--- src/design/bfq_pkg.sv ---
// Shared types, constants and codes for the bounded FIFO queue.
package bfq_pkg;

  localparam int DEPTH      = 16;
  localparam int DATA_WIDTH = 32;
  localparam int PTR_W      = (DEPTH > 1) ? $clog2(DEPTH) : 1;
  localparam int CNT_W      = 5;
  localparam int LIMIT_W    = 5;

  localparam logic [CNT_W-1:0]   DEPTH_CNT   = CNT_W'(DEPTH);
  localparam logic [LIMIT_W-1:0] LIMIT_RESET = LIMIT_W'(DEPTH);
  localparam logic [PTR_W-1:0]   PTR_LAST    = PTR_W'(DEPTH - 1);

  typedef enum logic {
    CMD_ENQUEUE = 1'b0,
    CMD_DEQUEUE = 1'b1
  } command_t;

  typedef enum logic [1:0] {
    STATUS_OK        = 2'd0,
    STATUS_OVERFLOW  = 2'd1,
    STATUS_UNDERFLOW = 2'd2
  } status_t;

  typedef enum logic [1:0] {
    OP_NONE  = 2'd0,
    OP_WRITE = 2'd1,
    OP_READ  = 2'd2
  } op_t;

  typedef struct packed {
    logic                         command;
    logic signed [DATA_WIDTH-1:0] data_in;
  } in_item_t;

  typedef struct packed {
    logic signed [DATA_WIDTH-1:0] data_out;
    logic [1:0]                   status;
    logic [CNT_W-1:0]             element_count;
  } out_item_t;

  // One classified operation handed from the front to the back.
  typedef struct packed {
    op_t                   op;
    logic [PTR_W-1:0]      addr;
    logic [DATA_WIDTH-1:0] data;
    status_t               status;
    logic [CNT_W-1:0]      count;
  } work_t;

  function automatic logic [PTR_W-1:0] next_slot(input logic [PTR_W-1:0] p);
    return (p == PTR_LAST) ? '0 : p + PTR_W'(1);
  endfunction

endpackage

--- src/design/bfq_front.sv ---
// Front end: accepts commands, tracks pointers and count, classifies each item.
module bfq_front (
  input  logic                          clk,
  input  logic                          rst,
  input  logic                          cfg_wr_en,
  input  logic [bfq_pkg::LIMIT_W-1:0]   cfg_wr_data,
  input  logic                          in_valid,
  output logic                          in_ready,
  input  bfq_pkg::in_item_t             in_item,
  output logic                          push_valid,
  input  logic                          push_ready,
  output bfq_pkg::work_t                push_work
);
  import bfq_pkg::*;

  logic [LIMIT_W-1:0] limit;
  logic [PTR_W-1:0]   head, head_next;
  logic [PTR_W-1:0]   tail, tail_next;
  logic [CNT_W-1:0]   occupancy, occupancy_next;
  logic [CNT_W-1:0]   eff_limit;
  logic               accept;

  assign in_ready   = push_ready;
  assign push_valid = in_valid;
  assign accept     = in_valid && push_ready;
  assign eff_limit  = (limit > LIMIT_W'(DEPTH)) ? DEPTH_CNT : CNT_W'(limit);

  always_comb begin
    head_next      = head;
    tail_next      = tail;
    occupancy_next = occupancy;
    push_work.op     = OP_NONE;
    push_work.addr   = head;
    push_work.data   = in_item.data_in;
    push_work.status = STATUS_OK;
    if (in_item.command == CMD_ENQUEUE) begin
      if (occupancy >= eff_limit) begin
        push_work.status = STATUS_OVERFLOW;
      end else begin
        push_work.op   = OP_WRITE;
        push_work.addr = tail;
        tail_next      = next_slot(tail);
        occupancy_next = occupancy + CNT_W'(1);
      end
    end else begin
      if (occupancy == '0) begin
        push_work.status = STATUS_UNDERFLOW;
      end else begin
        push_work.op   = OP_READ;
        head_next      = next_slot(head);
        occupancy_next = occupancy - CNT_W'(1);
      end
    end
    push_work.count = occupancy_next;
  end

  always_ff @(posedge clk) begin
    if (rst) begin
      limit     <= LIMIT_RESET;
      head      <= '0;
      tail      <= '0;
      occupancy <= '0;
    end else begin
      if (cfg_wr_en) begin
        limit <= cfg_wr_data;
      end
      if (accept) begin
        head      <= head_next;
        tail      <= tail_next;
        occupancy <= occupancy_next;
      end
    end
  end

endmodule

--- src/design/bfq_work_queue.sv ---
// Two-entry queue of classified operations between front and back.
module bfq_work_queue (
  input  logic            clk,
  input  logic            rst,
  input  logic            push_valid,
  output logic            push_ready,
  input  bfq_pkg::work_t  push_work,
  output logic            pop_valid,
  input  logic            pop_ready,
  output bfq_pkg::work_t  pop_work
);
  import bfq_pkg::*;

  work_t      slots [2];
  logic       wr_ptr;
  logic       rd_ptr;
  logic [1:0] fill;
  logic       do_push;
  logic       do_pop;

  assign push_ready = (fill != 2'd2);
  assign pop_valid  = (fill != 2'd0);
  assign pop_work   = slots[rd_ptr];
  assign do_push    = push_valid && push_ready;
  assign do_pop     = pop_valid && pop_ready;

  always_ff @(posedge clk) begin
    if (rst) begin
      wr_ptr <= 1'b0;
      rd_ptr <= 1'b0;
      fill   <= 2'd0;
    end else begin
      if (do_push) begin
        wr_ptr <= ~wr_ptr;
      end
      if (do_pop) begin
        rd_ptr <= ~rd_ptr;
      end
      case ({do_push, do_pop})
        2'b10:   fill <= fill + 2'd1;
        2'b01:   fill <= fill - 2'd1;
        default: fill <= fill;
      endcase
    end
  end

  always_ff @(posedge clk) begin
    if (do_push) begin
      slots[wr_ptr] <= push_work;
    end
  end

endmodule

--- src/design/bfq_back.sv ---
// Back end: carries out writes and reads on the entry store, holds the result.
module bfq_back (
  input  logic               clk,
  input  logic               rst,
  input  logic               work_valid,
  output logic               work_ready,
  input  bfq_pkg::work_t     work,
  output logic               out_valid,
  input  logic               out_ready,
  output bfq_pkg::out_item_t out_item
);
  import bfq_pkg::*;

  logic [DATA_WIDTH-1:0] mem [DEPTH];
  logic [DATA_WIDTH-1:0] rdata;
  logic                  res_valid;
  logic                  res_read;
  status_t               res_status;
  logic [CNT_W-1:0]      res_count;
  logic                  take;

  assign work_ready = !res_valid || out_ready;
  assign take       = work_valid && work_ready;

  assign out_valid              = res_valid;
  assign out_item.data_out      = res_read ? rdata : '0;
  assign out_item.status        = res_status;
  assign out_item.element_count = res_count;

  always_ff @(posedge clk) begin
    if (rst) begin
      res_valid <= 1'b0;
    end else if (take) begin
      res_valid <= 1'b1;
    end else if (out_ready) begin
      res_valid <= 1'b0;
    end
  end

  always_ff @(posedge clk) begin
    if (take) begin
      res_read   <= (work.op == OP_READ);
      res_status <= work.status;
      res_count  <= work.count;
    end
  end

  // Entry store: one write or one registered read per operation.
  always_ff @(posedge clk) begin
    if (take && work.op == OP_WRITE) begin
      mem[work.addr] <= work.data;
    end
    if (take && work.op == OP_READ) begin
      rdata <= mem[work.addr];
    end
  end

endmodule

--- src/design/bounded_fifo_queue_top.sv ---
// Top level of the bounded FIFO queue: front end, work queue and back end.
//
// Usage:
//   Input channel (in_valid / in_ready / in_item) takes one command per item:
//   enqueue of data_in, or dequeue. Output channel (out_valid / out_ready /
//   out_item) returns exactly one result per command, in command order, with
//   the dequeued word (zero otherwise), a status code and the element count.
//   cfg_wr_en / cfg_wr_data set the capacity limit; write it only while idle.
//   A command's operation is registered in the work queue, then its result in
//   the back end's result register, which drives the output.
//   Throughput: one item per cycle unless out_ready stalls, set by the
//   back end, which does one write or one read per cycle.
//   The front end updates pointers and count at accept time, so it never waits
//   on the store; the two-entry work queue decouples it from the back end.
//   Reset: the queue empties, pointers go to slot zero, the limit returns to
//   the full depth. Entry contents are not cleared; only written slots are read.
//   Receiver stall: the held result stays put, the back end stops, the work
//   queue fills, and in_ready drops once both queue slots are taken.
module bounded_fifo_queue_top (
  input  logic                        clk,
  input  logic                        rst,
  input  logic                        cfg_wr_en,
  input  logic [bfq_pkg::LIMIT_W-1:0] cfg_wr_data,
  input  logic                        in_valid,
  output logic                        in_ready,
  input  bfq_pkg::in_item_t           in_item,
  output logic                        out_valid,
  input  logic                        out_ready,
  output bfq_pkg::out_item_t          out_item
);
  import bfq_pkg::*;

  // Front to queue.
  logic  push_valid;
  logic  push_ready;
  work_t push_work;

  // Queue to back.
  logic  work_valid;
  logic  work_ready;
  work_t work;

  // Classify commands and advance pointers at accept.
  bfq_front u_front (
    .clk         (clk),
    .rst         (rst),
    .cfg_wr_en   (cfg_wr_en),
    .cfg_wr_data (cfg_wr_data),
    .in_valid    (in_valid),
    .in_ready    (in_ready),
    .in_item     (in_item),
    .push_valid  (push_valid),
    .push_ready  (push_ready),
    .push_work   (push_work)
  );

  // Hold classified operations while the back end stalls.
  bfq_work_queue u_queue (
    .clk        (clk),
    .rst        (rst),
    .push_valid (push_valid),
    .push_ready (push_ready),
    .push_work  (push_work),
    .pop_valid  (work_valid),
    .pop_ready  (work_ready),
    .pop_work   (work)
  );

  // Drive the entry store and present results.
  bfq_back u_back (
    .clk        (clk),
    .rst        (rst),
    .work_valid (work_valid),
    .work_ready (work_ready),
    .work       (work),
    .out_valid  (out_valid),
    .out_ready  (out_ready),
    .out_item   (out_item)
  );

endmodule

--- config.mk ---
export PLATFORM = sky130hd
export DESIGN_NAME = bounded_fifo_queue_top
export DESIGN_NICKNAME = d
export VERILOG_FILES = /design/src/design/bfq_pkg.sv /design/src/design/bfq_front.sv /design/src/design/bfq_work_queue.sv /design/src/design/bfq_back.sv /design/src/design/bounded_fifo_queue_top.sv
export SDC_FILE = /design/constraint.sdc
export NUM_CORES = 1
export LEC_CHECK = 0
export ABC_CLOCK_PERIOD_IN_PS = 7100
export BUFFER_PORTS_ARGS = -buffer_cell sky130_fd_sc_hd__buf_2
export CAP_MARGIN = 15
export CORE_MARGIN = 1.5
export CORE_UTILIZATION = 50
export CTS_CLUSTER_DIAMETER = 30
export CTS_CLUSTER_SIZE = 40
export DETAILED_ROUTE_END_ITERATION = 16
export GPL_TIMING_DRIVEN = 0
export PLACE_DENSITY = 0.66
export SYNTH_ARGS = -nofsm -noshare
export SYNTH_HDL_FRONTEND = slang
export SYNTH_HIERARCHICAL = 1
export SYNTH_SLANG_ARGS = --single-unit
--- constraint.sdc ---
create_clock -name clk -period 7.1 [get_ports clk]
set_input_delay 1.42 -clock clk [delete_from_list [all_inputs] [get_ports clk]]
set_output_delay 1.42 -clock clk [all_outputs]
set_load 0.05 [all_outputs]
[Word level (Yosys, flattened, before mapping)]
Memories as Yosys holds them, arrays and structs flattened. A register that Yosys moved wholly into a read port is not among the register bits.
Cells that the tools add are included.
Cells by class
  bitwise operators: 5
  magnitude comparators: 2
  add/sub/neg operators: 6
  equality and inequality tests: 7
  reductions and logical operators: 12
  multiplexer cells: 23
Operators with widths (number)
  $mux W32: 1
  $mux W5: 5
  $mux W4: 3
  $mux W1: 9
  $add A4 B1 Y4 const B: 2
  $eq A4 B4 Y1 const B: 2
  $mux W2: 4
  $reduce_and A3 Y1: 2
  $reduce_bool A2 Y1: 3
  $add A5 B1 Y5 const B: 1
  $ge A5 B5 Y1: 1
  $gt A5 B5 Y1 const B: 1
  $logic_not A5 Y1: 1
  $not A1 Y1: 5
  $sub A5 B1 Y5 const B: 1
  $eq A2 B1 Y1 const B: 2
  $eq A2 B2 Y1 const B: 2
  $logic_and A1 B1 Y1: 4
  $pmux W2 S2: 1
  $add A2 B1 Y2 const B: 1
  $ne A2 B2 Y1 const B: 1
  $sub A2 B1 Y2 const B: 1
  $logic_not A1 Y1: 1
  $logic_or A1 B1 Y1: 1
Storage, ports and cells
  register bits after elaboration: 31
  memory bits (writable): 602
  word-level logic and storage cells: 68
  memories kept: 2
Memories
  u_back.mem: depth 16, bits a word 32, read ports 1, clocked after Yosys merged registers in 1, wr ports 1, RTL line bfq_back.sv:14  | logic [DATA_WIDTH-1:0] mem [DEPTH];
  u_queue.slots: depth 2, bits a word 45, read ports 1, clocked after Yosys merged registers in 1, wr ports 1, RTL line bfq_work_queue.sv:14  | work_t slots [2];

[Longest topological paths before layout]
Gate-level depths: netlist (run 1).
  depth after elaboration: 6
  gate-level depth with buffers: 10

[Hierarchy]
The synthesis (run 1) kept the hierarchy.
By module, submodules not included
  bfq_back: seq. area each 16595.9 um2, cells an instance 893, area an instance 20742.4 um2, instances 1
  bfq_work_queue: seq. area each 2802.7 um2, cells an instance 164, area an instance 3457.1 um2, instances 1
  bfq_front: seq. area each 360.3 um2, cells an instance 188, area an instance 1502.7 um2, instances 1

[Worst setup path after synthesis (run 1)]
Ideal clock, no wire load.
  path kind: input port to flip-flop
  start: input port out_ready
  end: memory u_back.mem[0][0], enable pin
  setup slack: 1539 ps
  cell stages on the path: 4
  data required time: 6598 ps
  arrival: 5059 ps
  cell sequence: nand2b_1 > clkbuf_1 > nand4b_1 > nor4_1
On the way
  longest elaborated chain between the ends: 5
RTL lines
  start, declared: RTL line bounded_fifo_queue_top.sv:28  | input logic out_ready,
  $logic_or A1 B1 Y1: RTL line bfq_back.sv:22  | assign work_ready = !res_valid || out_ready;
  named net work_ready: RTL line bounded_fifo_queue_top.sv:40  | logic work_ready;
  $logic_and A1 B1 Y1: RTL line bfq_back.sv:23  | assign take = work_valid && work_ready;
  $logic_and A1 B1 Y1: RTL line bfq_back.sv:50  | if (take && work.op == OP_WRITE) begin
  $mux W1: RTL line bfq_back.sv:50
  $mux W1 (implied by the code): RTL line bfq_back.sv:51  | mem[work.addr] <= work.data;
  end, declared: RTL line bfq_back.sv:14
The timed path passes the listed nets, and every way through them passes these cells.

==> summary.md, run 1 <==
| Metric | Value |
|---|---|
| Fin cells | `about 2300` |
| Share of cells above drive strength 1 | `0.374` |
| Post-CTS sizing | `0` |
| Status | `complete, no violations` |
| Highest Clock Rate | `about 0.24 GHz` |
| Largest area contributor in the netlist | `edfxtp_1` |
| Antenna violations before repair | `0` |
| Routed len/inst | `between 20 and 25 um` |
| Fin Setup TNS | `0 ns` |
| Layout area overhead | `24.1%` |
| Critical path class | `reg -> reg` |
| Crit. End Element | `flip-flop` |
| Number of flops mapped to enable cells by yosys | `around 640` |
| Worst Skew | `0.0266 ns` |
| Fillers | `around 3400` |
| Setup WS pre-CTS | `3.02 ns` |
| Multi-input gate area | `0.00540 mm2` |
| Nets | `between 1500 and 2000` |
| R2R setup slack | `~3.0 ns` |
| Number of vias per cell | `~5.7` |
| Mapped Cells | `1245` |
| Routability cong. | `roughly 0.76` |
| Max-slew violations | `0` |
| Worst-Skew Late Latency | `approximately 0.7 ns` |
| Max Cap Viol | `0` |
| Global Route Usage Sum | `0.220` |
| Drt drc | `0` |
| Core area | `~0.05 mm2` |
| Share of the synthesized area in the top cell type | `0.750` |
| Port Buffers | `just under 50` |
| Rel. slew slack | `0.342` |
| Sequential cell area | `just under 0.02 mm2` |
| Die height | `230 um` |
| Vias | `~13000` |
| Clock transition at the registers of the reported paths | `0.05 ns` |
| Pre-antenna DRT Iters | `5` |
| Worst Path Required | `between 7 and 8 ns` |
| Unique masters post-synth | `between 50 and 60` |
| Register area share after synthesis | `0.769` |
| Vias in the first global route | `~14000` |
| First-pass GRT wire length | `84500 um` |
| Leakage power | `10.8 nW` |
| RSZ-0062 raised after global routing | `no` |
| Post-route core utilization | `0.632` |
| Synth async-reset ratio | `0` |
| Final worst path period need | `~4.1 ns` |
| Syn avg cell area | `about 21 um2` |
| DIE AREA | `about 0.053 mm2` |
| Buffer depth of the longest clock path | `3` |
| Worst path arrival time | `4.52 ns` |
| Total CTS buffers | `130` |
| Initial DRC count | `~1300` |
| CTS tree | `yes` |
| Synth Register Bits | `around 670` |
| Clock sink count | `666` |
| Commonest non-fill, non-tap cells in the layout | `edfxtp_1 (642), clkbuf_16 (134), mux4_2 (125)` |
| Fin. Hold Viols | `0` |
| Setup crit start kind | `flip-flop` |
| Hold buffer count at cts | `0` |
| Pwr per Cell Area | `between 400 and 500 mW/mm2` |
| Setup violations, final | `0` |
| Pin count of the biggest net entering global routing | `28` |
| Ys flop type | `edfxtp_1` |
| Netlist Area Pre-Place | `about 0.026 mm2` |
| CP Max Fanout | `10` |
| Starting Density | `0.509` |
| Post-Route WL | `about 56000 um` |
| Core Rows | `82` |
| Commonest non-fill, non-tap cell in the layout | `edfxtp_1` |
| Final WS setup | `2.97 ns` |
| Die span in x | `230 um` |
| Max IR drop VDD | `261 uV` |
| Root buf cell | `clkbuf_16` |
| H-tree depth | `4` |
| Tcrit/Tclk final | `0.581` |
| Postcts setup bufs | `0` |
| HP Class | `reg -> reg` |
| Synth warn | `6` |
| Dpl hpwl | `between 30000 and 40000 um` |
| I/O pin cnt | `84` |
| Synth top area cells | `edfxtp_1 (75%), mux4_2 (11%), mux2_2 (2.1%), dfxtp_1 (1.9%), a22oi_1 (1.9%)` |
| GRT overflow | `0` |
| # diodes | `0` |
| Routed Antenna Nets | `0` |
| Placed Cells | `2039` |
| Worst-margin pin slew | `slightly below 1 ns` |
| Syn nets | `between 1000 and 1500` |
==> path summary, 6_finish.rpt <==
kind                     from                 to  depth (start not counted)
min reg2reg  u_front/limit[3]   u_front/limit[3]                          2
min          u_front/limit[3]   u_front/limit[3]                          2
max reg2reg         flip-flop  u_back/mem[2][16]                         11
max                 flip-flop  u_back/mem[2][16]                         11
==> through the flow <==
stage	area, um2	total power, W	hold WS (ns)
floorplan	25700	0.00708	0.452
global placement	26800	0.00787	0.474
detailed placement	27700	0.00799	0.487
CTS	31900	0.0138	0.497
global route	31900	0.0142	0.526
finish	31900	0.0137	0.487
==> routing by layer <==
metal / GRT usage / wire, um
met1: 0.297 / 23100
met2: 0.350 / 27400
met3: 0.0532 / 3970
met4: 0.0864 / 1290
met5: 0 / 0
==> where the power goes <==
| group | leakage (nW) | switching [W] | total, W | internal [W] |
|---|---|---|---|---|
| Sequential | 6.02 | 0.0000746 | 0.00501 | 0.00493 |
| Clock | 2.05 | 0.00198 | 0.00579 | 0.00382 |
| Combinational | 2.77 | 0.00185 | 0.00290 | 0.00106 |
| Total | 10.8 | 0.00390 | 0.0137 | 0.00980 |
==> layout make-up <==
type,instances,area share
well taps,672,0.0264
inverters,11,0.00137
multi-input cells,472,0.169
clock inverters,90,0.0258
clock buffers,146,0.107
repair buffers,122,0.0323
plain buffers,96,0.0185
flip-flops and latches,666,0.620
==> cells by family after synthesis <==
kind of cell,Yosys count,synth area share
muxes,184,0.137
buffers and inverters,107,0.0247
xor gates and xnor gates,7,0.00239
adders and majority gates,10,0.00487
DFF,666,0.769
AOI/OAI and AO/OA,109,0.0301
and+or+nand+nor,162,0.0324
==> sequential cells by signal (all words and copies together) (netlist names), 4 cells and up, named ones only <==
register / flops
u_front/occupancy: 5
u_queue/slots: 90
u_back/res_count: 5
u_back/rdata: 32
u_front/tail: 4
u_front/limit: 5
u_front/head: 4
u_back/mem: 512
==> critical path: stages (launching register included) <==
cell and delay (ns):
dfxtp_1 0.29, buf_2 0.31, buf_2 0.36, mux2_2 0.24, buf_2 0.24, buf_4 0.27
clkbuf_1 0.53, nand2_1 0.32, nor3_2 0.68, buf_8 0.24, buf_6 0.16, buf_8 0.15
==> synthesized netlist by cell type, types with 2 or more instances <==
cell / count
a21boi_0: 2
a21oi_1: 14
a22oi_1: 64
a31oi_1: 3
and2_1: 37
and3_1: 2
buf_2: 16
buf_4: 37
buf_6: 8
clkbuf_1: 33
dfxtp_1: 24
edfxtp_1: 642
ha_1: 10
inv_1: 9
mux2_2: 49
mux2i_1: 7
mux4_1: 3
mux4_2: 125
nand2_1: 50
nand2_2: 2
nand2b_1: 3
nand3_1: 6
nand3b_1: 2
nand4_1: 3
nor2_1: 21
nor2b_1: 6
nor3_1: 13
nor4_1: 5
o211ai_1: 2
o21a_1: 2
o21ai_0: 12
or3_1: 6
xnor2_1: 3
xor2_1: 4
Note: power is estimated with default switching activity, not from simulation.
==> run 2, diff against run 1 <==
Settings changed: ABC_CLOCK_PERIOD_IN_PS 7100 to 3430, PLACE_DENSITY 0.66 to 0.69.
Clock period 7.1 ns to 3.43 ns, I/O delays scaled along.
==> summary.md, run 2 (same netlist as run 1, synthesis figures left out) <==
| Metric | Value |
|---|---|
| Commonest non-fill, non-tap cell in the layout | `edfxtp_1` |
| Global Route Usage Sum | `0.221 (+0.00107)` |
| Clock sink count | `666 (unchanged)` |
| Setup violations, final | `0 (unchanged)` |
| Initial DRC count | `1443 (+11%)` |
| Die height | `230 um (unchanged)` |
| H-tree depth | `3 (-1)` |
| Fin. Hold Viols | `0 (unchanged)` |
| Critical path class | `reg -> reg` |
| Worst Path Required | `3.77 ns (-3.72 ns)` |
| Max Cap Viol | `0 (unchanged)` |
| Status | `complete, no violations` |
| Drt drc | `0 (unchanged)` |
| Clk pwr share | `0.416 (-0.007)` |
| Share of cells above drive strength 1 | `0.371 (-0.00321)` |
| DIE AREA | `0.0528 mm2 (unchanged)` |
| Rel. slew slack | `0.301 (-0.0415)` |
| I/O pin cnt | `84 (unchanged)` |
| Largest regs | `u_back/mem: 512 flops, u_queue/slots: 90 flops, u_back/rdata: 32 flops` |
| Final worst path period need | `3.33 ns (-0.795 ns)` |
| HP Class | `in -> reg` |
| Final WS setup | `0.0985 ns (-2.87 ns)` |
| Root buf cell | `clkbuf_16` |
| Tcrit/Tclk final | `0.971 (+0.390)` |
| Pin count of the biggest net entering global routing | `28 (unchanged)` |
| Most flops, register | `u_back/mem` |
| Max IR drop VDD | `506 uV (+94%)` |
| Critical Path Most Common Cell | `buf_4` |
| CP bufs+invs | `7 (-1)` |
| Number of vias per cell | `5.83 (+1.9%)` |
| Worst Skew | `0.0301 ns (+0.00353 ns)` |
| Clock transition at the registers of the reported paths | `0.05 ns (about the same)` |
| Hold Crit Endpoint | `u_queue/slots[1][19]` |
| Vias in the first global route | `14000 (+0.92%)` |
| Hold_sp | `in_item[12]` |
| Critical-path cell list | `buf_4, buf_4, mux2_2, buf_2, buf_4, clkbuf_4, nand2b_1, nor3_4, buf_16, buf_8` |
| Routed Antenna Nets | `0 (unchanged)` |
| GRT overflow | `0 (unchanged)` |
| Sw Ratio | `0.284 (-0.000492)` |
| Hold buffer count at cts | `0 (unchanged)` |
| Layout area overhead | `24.5%` |
| Worst path top cell family by delay | `buffers and inverters` |
| Die span in x | `230 um (unchanged)` |
| Core Rows | `82 (unchanged)` |
| Routed len/inst | `25.3 um (+3.1%)` |
| CP Max Fanout | `11 (+1)` |
| First-pass GRT wire length | `85700 um (+1.4%)` |
| Worst-Skew Late Latency | `0.65 ns (-0.04 ns)` |
| Routability cong. | `0.778 (+2.5%)` |
| Worst-margin pin slew | `1.05 ns (+0.0622 ns)` |
| Setup crit start kind | `flip-flop` |
| Max-slew violations | `0 (unchanged)` |
| Pint | `0.0203 W (+110%)` |
| Leakage power | `10.9 nW (+0.75%)` |
| Terminus of the critical flop-to-flop path | `u_back/mem[5][23]` |
| Nets | `1550 (-0.13%)` |
| Crit. End Element | `flip-flop` |
| Hold Crit Depth | `1 (-1)` |
| # diodes | `0 (unchanged)` |
| Pwr per Cell Area | `884 mW/mm2 (+110%)` |
| Crit path max-delay cell type | `nor3_4` |
| WHS | `0.225 ns (-0.262 ns)` |
| Antenna violations before repair | `0 (unchanged)` |
| Highest Clock Rate | `0.300 GHz (+24%)` |
| Post-Route WL | `57400 um (+2.9%)` |
| Pre-antenna DRT Iters | `5 (unchanged)` |
| Total CTS buffers | `117 (-10%)` |
| Reg power frac | `0.366 (about the same)` |
| Dpl hpwl | `34900 um (-3.3%)` |
| Combinational Power Share | `0.218 (+0.006)` |
| Commonest non-fill, non-tap cells in the layout | `edfxtp_1 (642), mux4_2 (125), clkbuf_16 (122)` |
| Worst path arrival time | `3.67 ns (-0.85 ns)` |
| Switch Pwr | `0.00804 W (+110%)` |
| Buffer depth of the longest clock path | `3 (unchanged)` |
| Max reg flops | `512 (unchanged)` |
| Crit path largest cell delay | `0.40 ns (-0.28 ns)` |
| Port Buffers | `49 (unchanged)` |
| Starting Density | `0.509 (unchanged)` |
| CTS tree | `yes` |
| Core area | `0.0505 mm2 (unchanged)` |
| Vias | `13200 (+1.7%)` |
| Setup WS pre-CTS | `-0.936 ns (-3.95 ns)` |
| R2R setup slack | `0.1 ns (-2.87 ns)` |
| Reg2reg path depth | `10 (-1)` |
-- run 2: changes by cell type in the layout (fill, tap and decap cells not counted), moves of 10 or more --
cell,delta
nor3_4,+12
buf_6,-12
clkbuf_16,-12
nor3_2,-12
buf_4,+16
clkinv_2,-10
-- run 2: layer usage --
layer | vias up | global-route usage | wire, um
met2 | 619 | 0.370 | 28800
met5 | - | 0 | 0
li1 | 5610 | - | -
met1 | 6895 | 0.295 | 23100
met3 | 100 | 0.0373 | 4160
met4 | 0 | 0.0805 | 1300
-- run 2: power by group through the flow --
stage / combinational, W / clock [W] / sequential [W]
2_1_floorplan: 0.00409 / 0 / 0.0106
3_3_place_gp: 0.00578 / 0 / 0.0105
3_5_place_dp: 0.00605 / 0 / 0.0105
4_1_cts: 0.00619 / 0.0118 / 0.0104
5_1_grt: 0.00658 / 0.0123 / 0.0104
6_report: 0.00618 / 0.0118 / 0.0104
-- run 2: what timing repair did --
item | in CTS | in global routing
pin swaps | 10 | 4
endpoints found under the setup margin | 493 | 74
setup buffers | 22 | 10
gates resized for setup | 12 | 3
endpoints found under the hold margin | 0 | 0
-- run 2: layout make-up --
class,instances,area (um2)
Buffer,96,601
Clock buffer,135,3100
Clock inverter,85,982
Fill cell,3316,18500
Inverter,11,43.8
Multi-Input combinational cell,472,5510
Sequential cell,666,19800
Tap cell,672,841
Timing Repair Buffer,133,1180
-- run 2: metrics by stage --
| step | util | TNS, ns | area, um2 | cells | total power (W) |
|---|---|---|---|---|---|
| after CTS | 0.633 | 0 | 31900 | 2260 | 0.0284 |
| after global routing | 0.634 | -0.0780 | 32000 | 2270 | 0.0292 |
| after global placement | 0.532 | -1595.41 | 26900 | 1966 | 0.0163 |
| after floorplan | - | -306.17 | 25800 | 1245 | 0.0147 |
| final | 0.634 | 0 | 32000 | 2270 | 0.0283 |
| after detailed placement | 0.547 | -240.24 | 27600 | 2018 | 0.0165 |
-- run 2: worst max path at each step --
stage / end / slack, ns / cells after the start / from
after floorplan: u_back/mem[11][0] / -0.98 / 8 / flip-flop
after global placement: u_back/mem[11][16] / -4.32 / 8 / flip-flop
after detailed placement: u_back/mem[3][11] / -0.94 / 10 / flip-flop
after CTS: u_back/mem[6][12] / 0.01 / 11 / flip-flop
after global routing: u_back/mem[5][23] / -0.01 / 10 / flip-flop
final: u_back/mem[5][23] / 0.1 / 10 / flip-flop
